$ cat config.mk
export PLATFORM = sky130hd
export DESIGN_NAME = mail_date_to_epoch_parser
export DESIGN_NICKNAME = d
export VERILOG_FILES = /design/src/sv/mdep_pkg.sv /design/src/sv/mdep_front.sv /design/src/sv/mdep_queue.sv /design/src/sv/mdep_back.sv /design/src/sv/mail_date_to_epoch_parser.sv
export SDC_FILE = /design/constraint.sdc
export NUM_CORES = 2
export LEC_CHECK = 0
export BUFFER_PORTS_ARGS = -buffer_cell sky130_fd_sc_hd__buf_4
export CAP_MARGIN = 0
export CELL_PAD_IN_SITES_DETAIL_PLACEMENT = 1
export CELL_PAD_IN_SITES_GLOBAL_PLACEMENT = 1
export CORE_UTILIZATION = 35
export CTS_CLUSTER_SIZE = 40
export DETAILED_ROUTE_END_ITERATION = 8
export PLACE_DENSITY = 0.57
export SYNTH_ARGS = -nofsm -noshare
export SYNTH_HDL_FRONTEND = slang
export SYNTH_SLANG_ARGS = --single-unit
$ cat constraint.sdc
create_clock -name clk -period 9.3 [get_ports clk]
set_clock_uncertainty 0.2 [all_clocks]
set_input_delay 0 -clock clk [delete_from_list [all_inputs] [get_ports clk]]
set_output_delay 0 -clock clk [all_outputs]
set_load 0.005 [all_outputs]
$ cat src/sv/mdep_pkg.sv
// Shared types, character codes and calendar tables for the mail date parser.
// Used by mdep_front, mdep_queue, mdep_back and mail_date_to_epoch_parser.
package mdep_pkg;

  // Parsed-date queue between the character front end and the epoch back end
  localparam int QDepth = 4;
  localparam int QAw    = $clog2(QDepth);

  // Character codes
  localparam logic [7:0] CH_SPACE = 8'h20;
  localparam logic [7:0] CH_COMMA = 8'h2C;
  localparam logic [7:0] CH_COLON = 8'h3A;
  localparam logic [7:0] CH_PLUS  = 8'h2B;
  localparam logic [7:0] CH_MINUS = 8'h2D;

  localparam logic [13:0] EPOCH_YEAR = 14'd1970;
  localparam logic [13:0] BASE_YEAR  = 14'd1900;

  // One fully parsed date, handed from front to back
  typedef struct packed {
    logic               bad;
    logic [7:0]         day;
    logic [3:0]         month;
    logic [13:0]        year;
    logic [6:0]         hour;
    logic [6:0]         minute;
    logic [6:0]         second;
    logic signed [19:0] zone;
  } date_rec_t;

  typedef struct packed {
    logic       hit;
    logic [3:0] idx;
  } month_hit_t;

  typedef struct packed {
    logic               hit;
    logic signed [19:0] secs;
  } zone_hit_t;

  // Look up a three-letter upper-case month name
  function automatic month_hit_t month_match(input logic [23:0] h);
    month_hit_t r;
    r.hit = 1'b1;
    case (h)
      "JAN": r.idx = 4'd0;
      "FEB": r.idx = 4'd1;
      "MAR": r.idx = 4'd2;
      "APR": r.idx = 4'd3;
      "MAY": r.idx = 4'd4;
      "JUN": r.idx = 4'd5;
      "JUL": r.idx = 4'd6;
      "AUG": r.idx = 4'd7;
      "SEP": r.idx = 4'd8;
      "OCT": r.idx = 4'd9;
      "NOV": r.idx = 4'd10;
      "DEC": r.idx = 4'd11;
      default: begin
        r.hit = 1'b0;
        r.idx = 4'd0;
      end
    endcase
    return r;
  endfunction

  // Named zones: seconds to add for UTC; unknown names starting C/E/M/P fail
  function automatic zone_hit_t zone_match(input logic [23:0] h);
    zone_hit_t r;
    r.hit = 1'b1;
    case (h)
      "CST": r.secs = 20'sd21600;
      "CDT": r.secs = 20'sd18000;
      "CET": r.secs = -20'sd3600;
      "CES": r.secs = -20'sd3600;
      "EST": r.secs = 20'sd18000;
      "EDT": r.secs = 20'sd14400;
      "EET": r.secs = -20'sd7200;
      "MST": r.secs = 20'sd25200;
      "MDT": r.secs = 20'sd21600;
      "MET": r.secs = -20'sd3600;
      "MEZ": r.secs = -20'sd3600;
      "PST": r.secs = 20'sd28800;
      "PDT": r.secs = 20'sd25200;
      default: begin
        r.secs = 20'sd0;
        r.hit  = !(h[23:16] == "C" || h[23:16] == "E" ||
                   h[23:16] == "M" || h[23:16] == "P");
      end
    endcase
    return r;
  endfunction

  // Weight of each numeric zone digit, in seconds
  function automatic logic [16:0] zone_weight(input logic [1:0] k);
    logic [16:0] w;
    case (k)
      2'd0:    w = 17'd36000;
      2'd1:    w = 17'd3600;
      2'd2:    w = 17'd600;
      default: w = 17'd60;
    endcase
    return w;
  endfunction

  // Days before the first of each month in a common year
  function automatic logic [8:0] days_before(input logic [3:0] m);
    logic [8:0] d;
    case (m)
      4'd1:    d = 9'd31;
      4'd2:    d = 9'd59;
      4'd3:    d = 9'd90;
      4'd4:    d = 9'd120;
      4'd5:    d = 9'd151;
      4'd6:    d = 9'd181;
      4'd7:    d = 9'd212;
      4'd8:    d = 9'd243;
      4'd9:    d = 9'd273;
      4'd10:   d = 9'd304;
      4'd11:   d = 9'd334;
      default: d = 9'd0;
    endcase
    return d;
  endfunction

  // Days from the start of a four-year cycle to each of its years
  function automatic logic [10:0] cycle_days(input logic [1:0] r);
    logic [10:0] d;
    case (r)
      2'd1:    d = 11'd365;
      2'd2:    d = 11'd730;
      2'd3:    d = 11'd1096;
      default: d = 11'd0;
    endcase
    return d;
  endfunction

endpackage

$ cat src/sv/mdep_front.sv
// Character front end: walks the date text one accepted character per cycle
// and emits one parsed date record on the final character. Depends on mdep_pkg.
module mdep_front import mdep_pkg::*; (
  input  logic       clk,
  input  logic       rst,
  input  logic       accept,
  input  logic [7:0] ch,
  input  logic       last,
  output logic       push,
  output date_rec_t  rec
);

  typedef enum logic [21:0] {
    P_LEAD  = 22'h000001,
    P_WDAY  = 22'h000002,
    P_WSP   = 22'h000004,
    P_WCSP  = 22'h000008,
    P_DAY   = 22'h000010,
    P_DSP   = 22'h000020,
    P_MON   = 22'h000040,
    P_MSP   = 22'h000080,
    P_YEAR  = 22'h000100,
    P_HSP   = 22'h000200,
    P_HOUR1 = 22'h000400,
    P_HOUR2 = 22'h000800,
    P_MIN0  = 22'h001000,
    P_MIN1  = 22'h002000,
    P_MIN2  = 22'h004000,
    P_SEC0  = 22'h008000,
    P_SEC1  = 22'h010000,
    P_SEC2  = 22'h020000,
    P_ZSP   = 22'h040000,
    P_ZNUM  = 22'h080000,
    P_ZNAME = 22'h100000,
    P_TAIL  = 22'h200000
  } phase_t;

  phase_t             phase, phase_next;
  logic [7:0]         day_acc, day_acc_next;
  logic [3:0]         month_idx, month_idx_next;
  logic [13:0]        year_acc, year_acc_next;
  logic [6:0]         hour_acc, hour_acc_next;
  logic [6:0]         minute_acc, minute_acc_next;
  logic [6:0]         second_acc, second_acc_next;
  logic [23:0]        letter_hold, letter_hold_next;
  logic [2:0]         digit_count, digit_count_next;
  logic signed [19:0] zone_secs, zone_secs_next;
  logic               failed, failed_next;

  logic               dig, upper, lower, letter;
  logic [3:0]         d;
  logic [7:0]         up;
  logic [11:0]        day_wide;
  logic signed [19:0] zone_sum;
  logic [18:0]        zone_add;
  month_hit_t         mh;
  zone_hit_t          zh;

  // Classify the character
  always_comb begin
    dig    = (ch >= "0") && (ch <= "9");
    upper  = (ch >= "A") && (ch <= "Z");
    lower  = (ch >= "a") && (ch <= "z");
    letter = upper || lower;
    d      = ch[3:0];
    up     = lower ? ch - 8'd32 : ch;
  end

  // Advance the parse by one character
  always_comb begin
    phase_next       = phase;
    day_acc_next     = day_acc;
    month_idx_next   = month_idx;
    year_acc_next    = year_acc;
    hour_acc_next    = hour_acc;
    minute_acc_next  = minute_acc;
    second_acc_next  = second_acc;
    letter_hold_next = letter_hold;
    digit_count_next = digit_count;
    zone_secs_next   = zone_secs;
    failed_next      = failed;
    day_wide         = 12'(day_acc * 10) + 12'(d);
    zone_add         = 19'(d * zone_weight(digit_count[1:0]));
    zone_sum         = zone_secs + signed'({1'b0, zone_add});
    mh               = month_match({letter_hold[15:0], up});
    zh               = zone_match({letter_hold[15:0], ch});
    if (!failed) begin
      case (phase)
        P_LEAD: begin
          if (ch == CH_SPACE) begin
          end else if (dig) begin
            day_acc_next = {4'd0, d};
            phase_next   = P_DAY;
          end else if (letter) begin
            digit_count_next = 3'd1;
            phase_next       = P_WDAY;
          end else failed_next = 1'b1;
        end
        P_WDAY: begin
          if (!letter) failed_next = 1'b1;
          else begin
            digit_count_next = digit_count + 3'd1;
            if (digit_count_next >= 3'd3) phase_next = P_WSP;
          end
        end
        P_WSP: begin
          if (ch == CH_SPACE) begin
          end else if (ch == CH_COMMA) phase_next = P_WCSP;
          else if (dig) begin
            day_acc_next = {4'd0, d};
            phase_next   = P_DAY;
          end else failed_next = 1'b1;
        end
        P_WCSP: begin
          if (ch == CH_SPACE) begin
          end else if (dig) begin
            day_acc_next = {4'd0, d};
            phase_next   = P_DAY;
          end else failed_next = 1'b1;
        end
        P_DAY: begin
          if (dig) day_acc_next = (day_wide > 12'd255) ? 8'd255 : day_wide[7:0];
          else if (ch == CH_SPACE) phase_next = P_DSP;
          else begin
            letter_hold_next = {16'd0, up};
            digit_count_next = 3'd1;
            phase_next       = P_MON;
          end
        end
        P_DSP: begin
          if (ch != CH_SPACE) begin
            letter_hold_next = {16'd0, up};
            digit_count_next = 3'd1;
            phase_next       = P_MON;
          end
        end
        P_MON: begin
          letter_hold_next = {letter_hold[15:0], up};
          digit_count_next = digit_count + 3'd1;
          if (digit_count_next >= 3'd3) begin
            if (mh.hit) begin
              month_idx_next = mh.idx;
              phase_next     = P_MSP;
            end else failed_next = 1'b1;
          end
        end
        P_MSP: begin
          if (ch == CH_SPACE) begin
          end else if (dig) begin
            year_acc_next    = {10'd0, d};
            digit_count_next = 3'd1;
            phase_next       = P_YEAR;
          end else failed_next = 1'b1;
        end
        P_YEAR: begin
          if (dig) begin
            year_acc_next    = 14'(year_acc * 10) + 14'(d);
            digit_count_next = digit_count + 3'd1;
            if (digit_count_next >= 3'd4) phase_next = P_HSP;
          end else if (digit_count == 3'd2 && ch == CH_SPACE) begin
            year_acc_next = year_acc + BASE_YEAR;
            phase_next    = P_HSP;
          end else failed_next = 1'b1;
        end
        P_HSP: begin
          if (ch == CH_SPACE) begin
          end else if (dig) begin
            hour_acc_next = {3'd0, d};
            phase_next    = P_HOUR1;
          end else failed_next = 1'b1;
        end
        P_HOUR1: begin
          if (dig) begin
            hour_acc_next = 7'(hour_acc * 10) + 7'(d);
            phase_next    = P_HOUR2;
          end else failed_next = 1'b1;
        end
        P_HOUR2: begin
          if (ch == CH_COLON) phase_next = P_MIN0;
          else failed_next = 1'b1;
        end
        P_MIN0: begin
          if (dig) begin
            minute_acc_next = {3'd0, d};
            phase_next      = P_MIN1;
          end else failed_next = 1'b1;
        end
        P_MIN1: begin
          if (dig) begin
            minute_acc_next = 7'(minute_acc * 10) + 7'(d);
            phase_next      = P_MIN2;
          end else failed_next = 1'b1;
        end
        P_MIN2: begin
          if (ch == CH_COLON) phase_next = P_SEC0;
          else if (ch == CH_SPACE) phase_next = P_ZSP;
          else failed_next = 1'b1;
        end
        P_SEC0: begin
          if (dig) begin
            second_acc_next = {3'd0, d};
            phase_next      = P_SEC1;
          end else failed_next = 1'b1;
        end
        P_SEC1: begin
          if (dig) begin
            second_acc_next = 7'(second_acc * 10) + 7'(d);
            phase_next      = P_SEC2;
          end else failed_next = 1'b1;
        end
        P_SEC2: begin
          if (ch == CH_SPACE) phase_next = P_ZSP;
          else failed_next = 1'b1;
        end
        P_ZSP: begin
          if (ch == CH_SPACE) begin
          end else if (ch == CH_PLUS || ch == CH_MINUS) begin
            letter_hold_next = {23'd0, ch == CH_PLUS};
            zone_secs_next   = 20'sd0;
            digit_count_next = 3'd0;
            phase_next       = P_ZNUM;
          end else if (upper) begin
            letter_hold_next = {16'd0, ch};
            digit_count_next = 3'd1;
            phase_next       = P_ZNAME;
          end else failed_next = 1'b1;
        end
        P_ZNUM: begin
          if (!dig) failed_next = 1'b1;
          else begin
            zone_secs_next   = zone_sum;
            digit_count_next = digit_count + 3'd1;
            if (digit_count_next >= 3'd4) begin
              if (letter_hold != 24'd0) zone_secs_next = -zone_sum;
              phase_next = P_TAIL;
            end
          end
        end
        P_ZNAME: begin
          if (!upper) failed_next = 1'b1;
          else begin
            letter_hold_next = {letter_hold[15:0], ch};
            digit_count_next = digit_count + 3'd1;
            if (digit_count_next >= 3'd3) begin
              zone_secs_next = zh.secs;
              if (zh.hit) phase_next = P_TAIL;
              else failed_next = 1'b1;
            end
          end
        end
        default: begin
        end
      endcase
    end
  end

  // Build the record handed to the back end on the final character
  always_comb begin
    push       = accept && last;
    rec.bad    = failed_next || !(phase_next == P_MIN2 || phase_next == P_SEC2 ||
                                  phase_next == P_ZSP || phase_next == P_TAIL);
    rec.day    = day_acc_next;
    rec.month  = month_idx_next;
    rec.year   = year_acc_next;
    rec.hour   = hour_acc_next;
    rec.minute = minute_acc_next;
    rec.second = second_acc_next;
    rec.zone   = zone_secs_next;
  end

  // Hold state; return to start after the final character
  always_ff @(posedge clk) begin
    if (rst || (accept && last)) begin
      phase       <= P_LEAD;
      day_acc     <= '0;
      month_idx   <= '0;
      year_acc    <= '0;
      hour_acc    <= '0;
      minute_acc  <= '0;
      second_acc  <= '0;
      letter_hold <= '0;
      digit_count <= '0;
      zone_secs   <= '0;
      failed      <= 1'b0;
    end else if (accept) begin
      phase       <= phase_next;
      day_acc     <= day_acc_next;
      month_idx   <= month_idx_next;
      year_acc    <= year_acc_next;
      hour_acc    <= hour_acc_next;
      minute_acc  <= minute_acc_next;
      second_acc  <= second_acc_next;
      letter_hold <= letter_hold_next;
      digit_count <= digit_count_next;
      zone_secs   <= zone_secs_next;
      failed      <= failed_next;
    end
  end

endmodule

$ cat src/sv/mdep_queue.sv
// Small queue of parsed date records between front and back end.
// Depends on mdep_pkg for the record type and depth.
module mdep_queue import mdep_pkg::*; (
  input  logic      clk,
  input  logic      rst,
  input  logic      push,
  input  date_rec_t wdata,
  input  logic      pop,
  output logic      full,
  output logic      nonempty,
  output date_rec_t rdata
);

  date_rec_t      mem [QDepth];
  logic [QAw-1:0] wr_ptr, rd_ptr;
  logic [QAw:0]   count;

  assign full     = (count == (QAw+1)'(QDepth));
  assign nonempty = (count != '0);
  assign rdata    = mem[rd_ptr];

  // Store records
  always_ff @(posedge clk) begin
    if (push) mem[wr_ptr] <= wdata;
  end

  // Advance pointers and occupancy
  always_ff @(posedge clk) begin
    if (rst) begin
      wr_ptr <= '0;
      rd_ptr <= '0;
      count  <= '0;
    end else begin
      if (push) wr_ptr <= wr_ptr + 1'b1;
      if (pop)  rd_ptr <= rd_ptr + 1'b1;
      if (push && !pop) count <= count + 1'b1;
      else if (pop && !push) count <= count - 1'b1;
    end
  end

  a_no_overflow: assert property (@(posedge clk) disable iff (rst) push |-> !full)
    else $error("queue written while full");
  a_no_underflow: assert property (@(posedge clk) disable iff (rst) pop |-> nonempty)
    else $error("queue read while empty");
  a_count_up: assert property (@(posedge clk) disable iff (rst)
      push && !pop |=> count == $past(count) + 1'b1)
    else $error("queue count did not grow on push");

endmodule

$ cat src/sv/mdep_back.sv
// Epoch back end: turns one parsed date record into seconds since 1970 UTC
// over a short sequence of multiply, add and shift steps. Depends on mdep_pkg.
module mdep_back import mdep_pkg::*; (
  input  logic             clk,
  input  logic             rst,
  input  logic             q_nonempty,
  input  date_rec_t        q_data,
  output logic             pop,
  output logic             out_valid,
  input  logic             out_stall,
  output logic [38:0]      out_seconds,
  output logic             out_bad
);

  typedef enum logic [5:0] {
    B_IDLE  = 6'b000001,
    B_PROD  = 6'b000010,
    B_DAYS  = 6'b000100,
    B_HOURS = 6'b001000,
    B_MINS  = 6'b010000,
    B_SECS  = 6'b100000
  } bstate_t;

  bstate_t            state;
  date_rec_t          rec;
  logic [12:0]        yoff;
  logic [21:0]        prod;
  logic signed [39:0] acc;
  logic               early;
  logic               out_free;
  logic [3:0]         mon;

  assign pop      = (state == B_IDLE) && q_nonempty;
  assign yoff     = 13'(rec.year - EPOCH_YEAR);
  assign early    = rec.year < EPOCH_YEAR;
  assign out_free = !out_valid || !out_stall;
  assign mon      = (rec.month < 4'd12) ? rec.month : 4'd0;

  // Sequence one record through the day and second arithmetic
  always_ff @(posedge clk) begin
    if (rst) begin
      state     <= B_IDLE;
      out_valid <= 1'b0;
    end else begin
      if (state == B_SECS && out_free) out_valid <= 1'b1;
      else if (out_valid && !out_stall) out_valid <= 1'b0;
      case (state)
        B_IDLE: if (pop) state <= B_PROD;
        B_PROD: state <= B_DAYS;
        B_DAYS: state <= B_HOURS;
        B_HOURS: state <= B_MINS;
        B_MINS: state <= B_SECS;
        B_SECS: begin
          if (out_free) state <= B_IDLE;
        end
        default: state <= B_IDLE;
      endcase
    end
  end

  // Datapath: whole cycles, days, then hours, minutes, seconds
  always_ff @(posedge clk) begin
    case (state)
      B_IDLE: if (pop) rec <= q_data;
      B_PROD: prod <= 22'(yoff[12:2]) * 22'd1461;
      B_DAYS: acc <= 40'(signed'({1'b0, prod}))
                   + 40'(signed'({1'b0, cycle_days(yoff[1:0])}))
                   + 40'(signed'({1'b0, (yoff[1:0] == 2'd2) && (mon > 4'd1)}))
                   + 40'(signed'({1'b0, days_before(mon)}))
                   + 40'(signed'({1'b0, rec.day})) - 40'sd1;
      B_HOURS: acc <= (acc <<< 4) + (acc <<< 3) + 40'(signed'({1'b0, rec.hour}));
      B_MINS:  acc <= (acc <<< 6) - (acc <<< 2) + 40'(signed'({1'b0, rec.minute}));
      B_SECS: begin
        if (out_free) begin
          out_bad <= rec.bad;
          if (rec.bad) out_seconds <= '0;
          else if (early) out_seconds <= 39'(rec.zone);
          else out_seconds <= 39'((acc <<< 6) - (acc <<< 2)
                                  + 40'(signed'({1'b0, rec.second})) + 40'(rec.zone));
        end
      end
      default: begin
      end
    endcase
  end

  a_bad_zero: assert property (@(posedge clk) disable iff (rst)
      out_valid && out_bad |-> out_seconds == '0)
    else $error("bad date carries nonzero seconds");
  a_pop_idle: assert property (@(posedge clk) disable iff (rst)
      pop |=> state == B_PROD)
    else $error("record taken without starting arithmetic");
  a_hold_result: assert property (@(posedge clk) disable iff (rst)
      out_valid && out_stall |=> out_valid && $stable(out_seconds))
    else $error("stalled result changed");

endmodule

$ cat src/sv/mail_date_to_epoch_parser.sv
// Top level of the mail date parser: character front end, record queue and
// epoch back end. Depends on mdep_pkg, mdep_front, mdep_queue, mdep_back.
//
//  channel | handshake                 | payload
//  --------+---------------------------+------------------------------------
//  in      | in_valid / in_stall       | ch[7:0], last
//  out     | out_valid / out_stall     | seconds[38:0] (signed), bad
//
// One character is taken per cycle while the queue has room.
// A result passes through the queue and then five arithmetic steps after the
// final character of its date is taken, and the back end takes a new date only
// once it is back in idle after the last step, later while the output stalls.
// The queue holds four finished dates, so short bad dates back to back stall
// the input once the queue fills; real dates are longer than one date's steps.
// Synchronous reset returns the parser to its start and empties the queue.
// A stalled result holds in the output register while the back end waits.
module mail_date_to_epoch_parser import mdep_pkg::*; (
  input  logic               clk,
  input  logic               rst,
  input  logic               in_valid,
  output logic               in_stall,
  input  logic [7:0]         ch,
  input  logic               last,
  output logic               out_valid,
  input  logic               out_stall,
  output logic signed [38:0] seconds,
  output logic               bad
);

  logic      accept, push, pop, full, nonempty;
  date_rec_t wrec, rrec;
  logic [38:0] secs_raw;

  assign in_stall = full;
  assign accept   = in_valid && !in_stall;
  assign seconds  = signed'(secs_raw);

  mdep_front u_front (
    .clk    (clk),
    .rst    (rst),
    .accept (accept),
    .ch     (ch),
    .last   (last),
    .push   (push),
    .rec    (wrec)
  );

  mdep_queue u_queue (
    .clk      (clk),
    .rst      (rst),
    .push     (push),
    .wdata    (wrec),
    .pop      (pop),
    .full     (full),
    .nonempty (nonempty),
    .rdata    (rrec)
  );

  mdep_back u_back (
    .clk         (clk),
    .rst         (rst),
    .q_nonempty  (nonempty),
    .q_data      (rrec),
    .pop         (pop),
    .out_valid   (out_valid),
    .out_stall   (out_stall),
    .out_seconds (secs_raw),
    .out_bad     (bad)
  );

endmodule

==> reports/qor_table.md <==
| Item | Value | Unit |
|:---|:---|:---|
| Number of enable-type register cells in the synthesized netlist | 439 | - |
| Full die area | 123000 | sq um |
| Final weighted congestion in routability-driven placement | 0.887 | - |
| Die X-Extent | 351 | um |
| Cell count after synthesis | 4340 | - |
| Number of iterations in the first detailed-routing pass | 4 | - |
| Area of the core | 120000 | sq um |
| Relative slew slack | 20.0 | % |
| Vias per inst | 5.54 | - |
| Least-Margin Pin Slew | 1.20 | ns |
| Endpoint of the worst hold path | u_queue.rd_ptr[0] | - |
| Final WL | 129000 | um |
| Crit share post-route | 82.5 | % |
| Data required time at the worst endpoint | 9.50 | ns |
| Vias post-DR | 33.4k | - |
| Syn Nets | 4856 | - |
| Worst flop-to-flop path endpoint | u_queue.mem[0][19] | - |
| Worst-path fanout max | 7 | - |
| Worst Path Buf+Inv | 3 | - |
| Post-CTS Setup Inserts | 0 | - |
| Post-Place Cell Area | 44800 | sq um |
| Ys Warns | 0 | - |
| Element type at the critical path start | flop | - |
| Number of gates resized after CTS | 0 | - |
| Max incr delay on CP | 0.54 | ns |
| Mean Syn Cell Area | 9.81 | sq um |
| Sequential cell area fraction in the yosys report | 37.1 | % |
| CTS Hold Buffers Added | 14 | - |
| First-pass GRT wire length | 203000 | um |
| Proportion of register bits with asynchronous set or reset after synthesis | 0 | % |
| Count of antenna-violating nets left after detailed routing | 0 | - |
| Residual DRC | 0 | - |
| Number of input and output port buffers inserted | 54 | - |
| Pin count of the biggest net entering global routing | 70 | - |
| Post-synthesis to final-layout area growth | 10.8 | % |
| TritonCTS clock tree | built | - |
| Nets@finish | 4880 | - |
| Root Buffer Master | sky130_fd_sc_hd__clkbuf_16 | - |
| Multi-input gate area in the final layout | 25100 | sq um |
| Final number of hold-violating endpoints | 0 | - |
| Avg WL per Cell | 21.4 | um |
| Initial core utilization | 35.4 | % |
| Worst reg2reg startpoint | u_front.digit_count[0] | - |
| Unrepaired setup endpoints after global routing | no | - |
| Utilization after layout | 39.2 | % |
| R2r setup slk | 1.63 | ns |
| Final Instance Area | 47100 | sq um |
| Most frequently used flop master after synthesis | sky130_fd_sc_hd__edfxtp_1 | - |
| Library cell appearing most often on the critical path | sky130_fd_sc_hd__a21oi_1 | - |
| GRT overflow | 0 | - |
| CTS H-Tree Depth | 3 | - |
| FF+latch area | 15800 | sq um |
| CP max stage cell | sky130_fd_sc_hd__fa_1 | - |
| TritonCTS sink count | 570 | - |
| Element type at the critical path end | flop | - |
| Final number of setup-violating endpoints | 0 | - |
| Count of cell types in the netlist | 107 | - |
| Total I/O pin count | 55 | - |
| Max Clk Rate | 130 | MHz |
| PnR worst setup slack | 1.63 | ns |
| FF+latch count, synth | 570 | - |
| Family with the most delay on the worst path | compound AO/OA/AOI/OAI gates | - |
| Via count of the first global-routing pass | 35.0k | - |
| Hold path cells | 3 | - |
| Antenna violations before repair | 1 | - |
| Worst hold path class | input pin to flop | - |
| Worst r2r path cells | 27 | - |
| Share of final-layout standard cells stronger than drive strength 1 | 8.44 | % |
| Final Max Tran Viols | 0 | - |
| Vertical extent of the die | 351 | um |
| Setup_tns | 0 | ns |
| Kind of critical path | flop to flop | - |
| Outcome | complete, no violations | - |
| Source of the worst hold timing path | rst | - |
| Setup WS pre-CTS | 1.62 | ns |
| Post-DP HPWL | 96600 | um |
| Data arrival time at the worst-slack endpoint | 7.87 | ns |
| Inserted Clock Buffers | 69 | - |
| Max capacitance violation total | 0 | - |
| Buffer levels on the longest clock path | 3 | - |
| Count of fill cells added during filler insertion | 13.6k | - |
| Insertion delay to the later sink of the worst-skew pair | 0.63 | ns |
| Clock slew at reported path FFs | 0.06 | ns |
| All-Layer GR Usage | 21.1 | % |
| Synthesized area | 42600 | sq um |
| Clock period minus worst slack | 7.67 | ns |
| Number of design-rule violations left by the first detailed-router iteration | 1551 | - |
| # rows | 127 | - |
## metal layers
| metal | wire length (um) | GRT usage [%] |
|---|---|---|
| met1 | 58100 | 26.7 |
| met5 | 0 | 0 |
| met3 | 3500 | 2.04 |
| met2 | 63600 | 37.6 |
| met4 | 3740 | 6.20 |
## metrics by stage
step	hold slack, ns	instances
final	0.0470	6030
after global routing	0.0352	6029
after CTS	0.00760	6029
after detailed placement	0.136	5891
after global placement	0.137	5891
after floorplan	-0.0302	4340
## layout by cell type (no fill, tap or decap), types with 19 or more instances in the layout
cell type / count
sky130_fd_sc_hd__nor3b_1: 24
sky130_fd_sc_hd__nand3_1: 114
sky130_fd_sc_hd__or3_1: 46
sky130_fd_sc_hd__a21o_1: 85
sky130_fd_sc_hd__xnor2_1: 172
sky130_fd_sc_hd__or4_1: 19
sky130_fd_sc_hd__a31oi_1: 30
sky130_fd_sc_hd__nor2_1: 275
sky130_fd_sc_hd__o21bai_1: 29
sky130_fd_sc_hd__a211oi_1: 39
sky130_fd_sc_hd__a22oi_1: 36
sky130_fd_sc_hd__nor3_1: 101
sky130_fd_sc_hd__buf_4: 101
sky130_fd_sc_hd__o21ai_0: 220
sky130_fd_sc_hd__fa_1: 83
sky130_fd_sc_hd__a21oi_1: 303
sky130_fd_sc_hd__inv_1: 289
sky130_fd_sc_hd__nor2b_1: 50
sky130_fd_sc_hd__nand2b_1: 57
sky130_fd_sc_hd__nor4_1: 43
sky130_fd_sc_hd__o31ai_1: 22
sky130_fd_sc_hd__o221ai_1: 19
sky130_fd_sc_hd__dfxtp_1: 129
sky130_fd_sc_hd__edfxtp_1: 439
sky130_fd_sc_hd__ha_1: 420
sky130_fd_sc_hd__mux4_2: 68
sky130_fd_sc_hd__clkbuf_16: 71
sky130_fd_sc_hd__and2_1: 44
sky130_fd_sc_hd__nand2_1: 429
sky130_fd_sc_hd__o211ai_1: 23
sky130_fd_sc_hd__or2_2: 25
sky130_fd_sc_hd__xor2_1: 96
sky130_fd_sc_hd__o21a_1: 28
sky130_fd_sc_hd__and3_1: 32
sky130_fd_sc_hd__nand4_1: 52
## tightest hold or removal path: cells and delay by family
family / cells / cell delay, ns
and+or+nand+nor: 1 / 0.07
buffers and inverters: 2 / 0.76
## layout make-up
cell class,instances,share of cell area (%)
Multi-Input combinational cell,3318,53.3
Timing Repair Buffer,115,1.91
Inverter,290,2.31
Tap cell,1612,4.28
Clock buffer,92,4.06
Clock inverter,32,0.634
Antenna cell,1,0.00531
Sequential cell,570,33.5
## kinds of logic (layout without fill, tap and decap cells)
family | after synthesis | count (layout) | synth area share (%)
and+or+nand+nor | 1424 | 1424 | 17.1
buffers and inverters | 452 | 529 | 4.09
adders and majority gates | 503 | 503 | 16.3
AOI/OAI and AO/OA | 1037 | 1037 | 15.9
xor gates and xnor gates | 268 | 268 | 5.52
other | 0 | 1 | 0
DFF | 570 | 570 | 37.1
muxes | 86 | 86 | 4.04
## flip-flops by register name, indices dropped and copies added, names as in the netlist, 20 cells and up
signal / count
u_front.zone_secs: 20
u_back.rec: 68
u_queue.mem: 272
u_front.phase: 22
u_back.out_seconds: 39
u_back.prod: 22
u_back.acc: 37
u_front.letter_hold: 24
## worst max path at each step
stage / startpoint / to / slack, ns / cells past startpoint
finish: u_front.digit_count[0] / u_queue.mem[0][19] / 1.63 / 27
global route: u_front.digit_count[0] / u_queue.mem[0][19] / 1.07 / 27
CTS: u_front.digit_count[0] / u_queue.mem[0][19] / 1.59 / 27
detailed placement: u_front.digit_count[0] / u_queue.mem[0][19] / 1.62 / 27
global placement: u_front.digit_count[0] / u_queue.mem[1][19] / 1.73 / 27
floorplan: u_front.digit_count[0] / u_queue.mem[0][19] / 2.48 / 27
## synthesized netlist by cell type (all sizes together), types with 17 or more instances
library cell  number  area [sq um]
xor2              96           841
nand2            430          1610
inv              290          1090
ha               420          5260
o211ai            23           173
o21ai            223          1120
nand4             53           338
a211oi            40           305
or3               46           288
a31oi             30           188
a21o              85           638
nor3b             25           188
and2              46           288
nand2b            59           369
edfxtp           439         13200
xnor2            172          1510
nand3b            17           128
clkbuf           124           465
nor4              56           433
a22oi             36           270
o21a              29           225
o21bai            29           218
dfxtp            131          2620
fa                83          1660
or4               21           165
and3              37           231
or2               26           163
o221ai            19           166
nor2b             51           319
a21oi            306          1540
o31ai             22           165
a22o              18           158
mux4              68          1530
nand3            116           586
nor2             275          1030
buf               38           185
a21boi            18           135
nor3             103           526
Power is left out: the tool's default activity adds up to more than one toggle a clock period on the data nets, which glitch-free logic cannot reach.
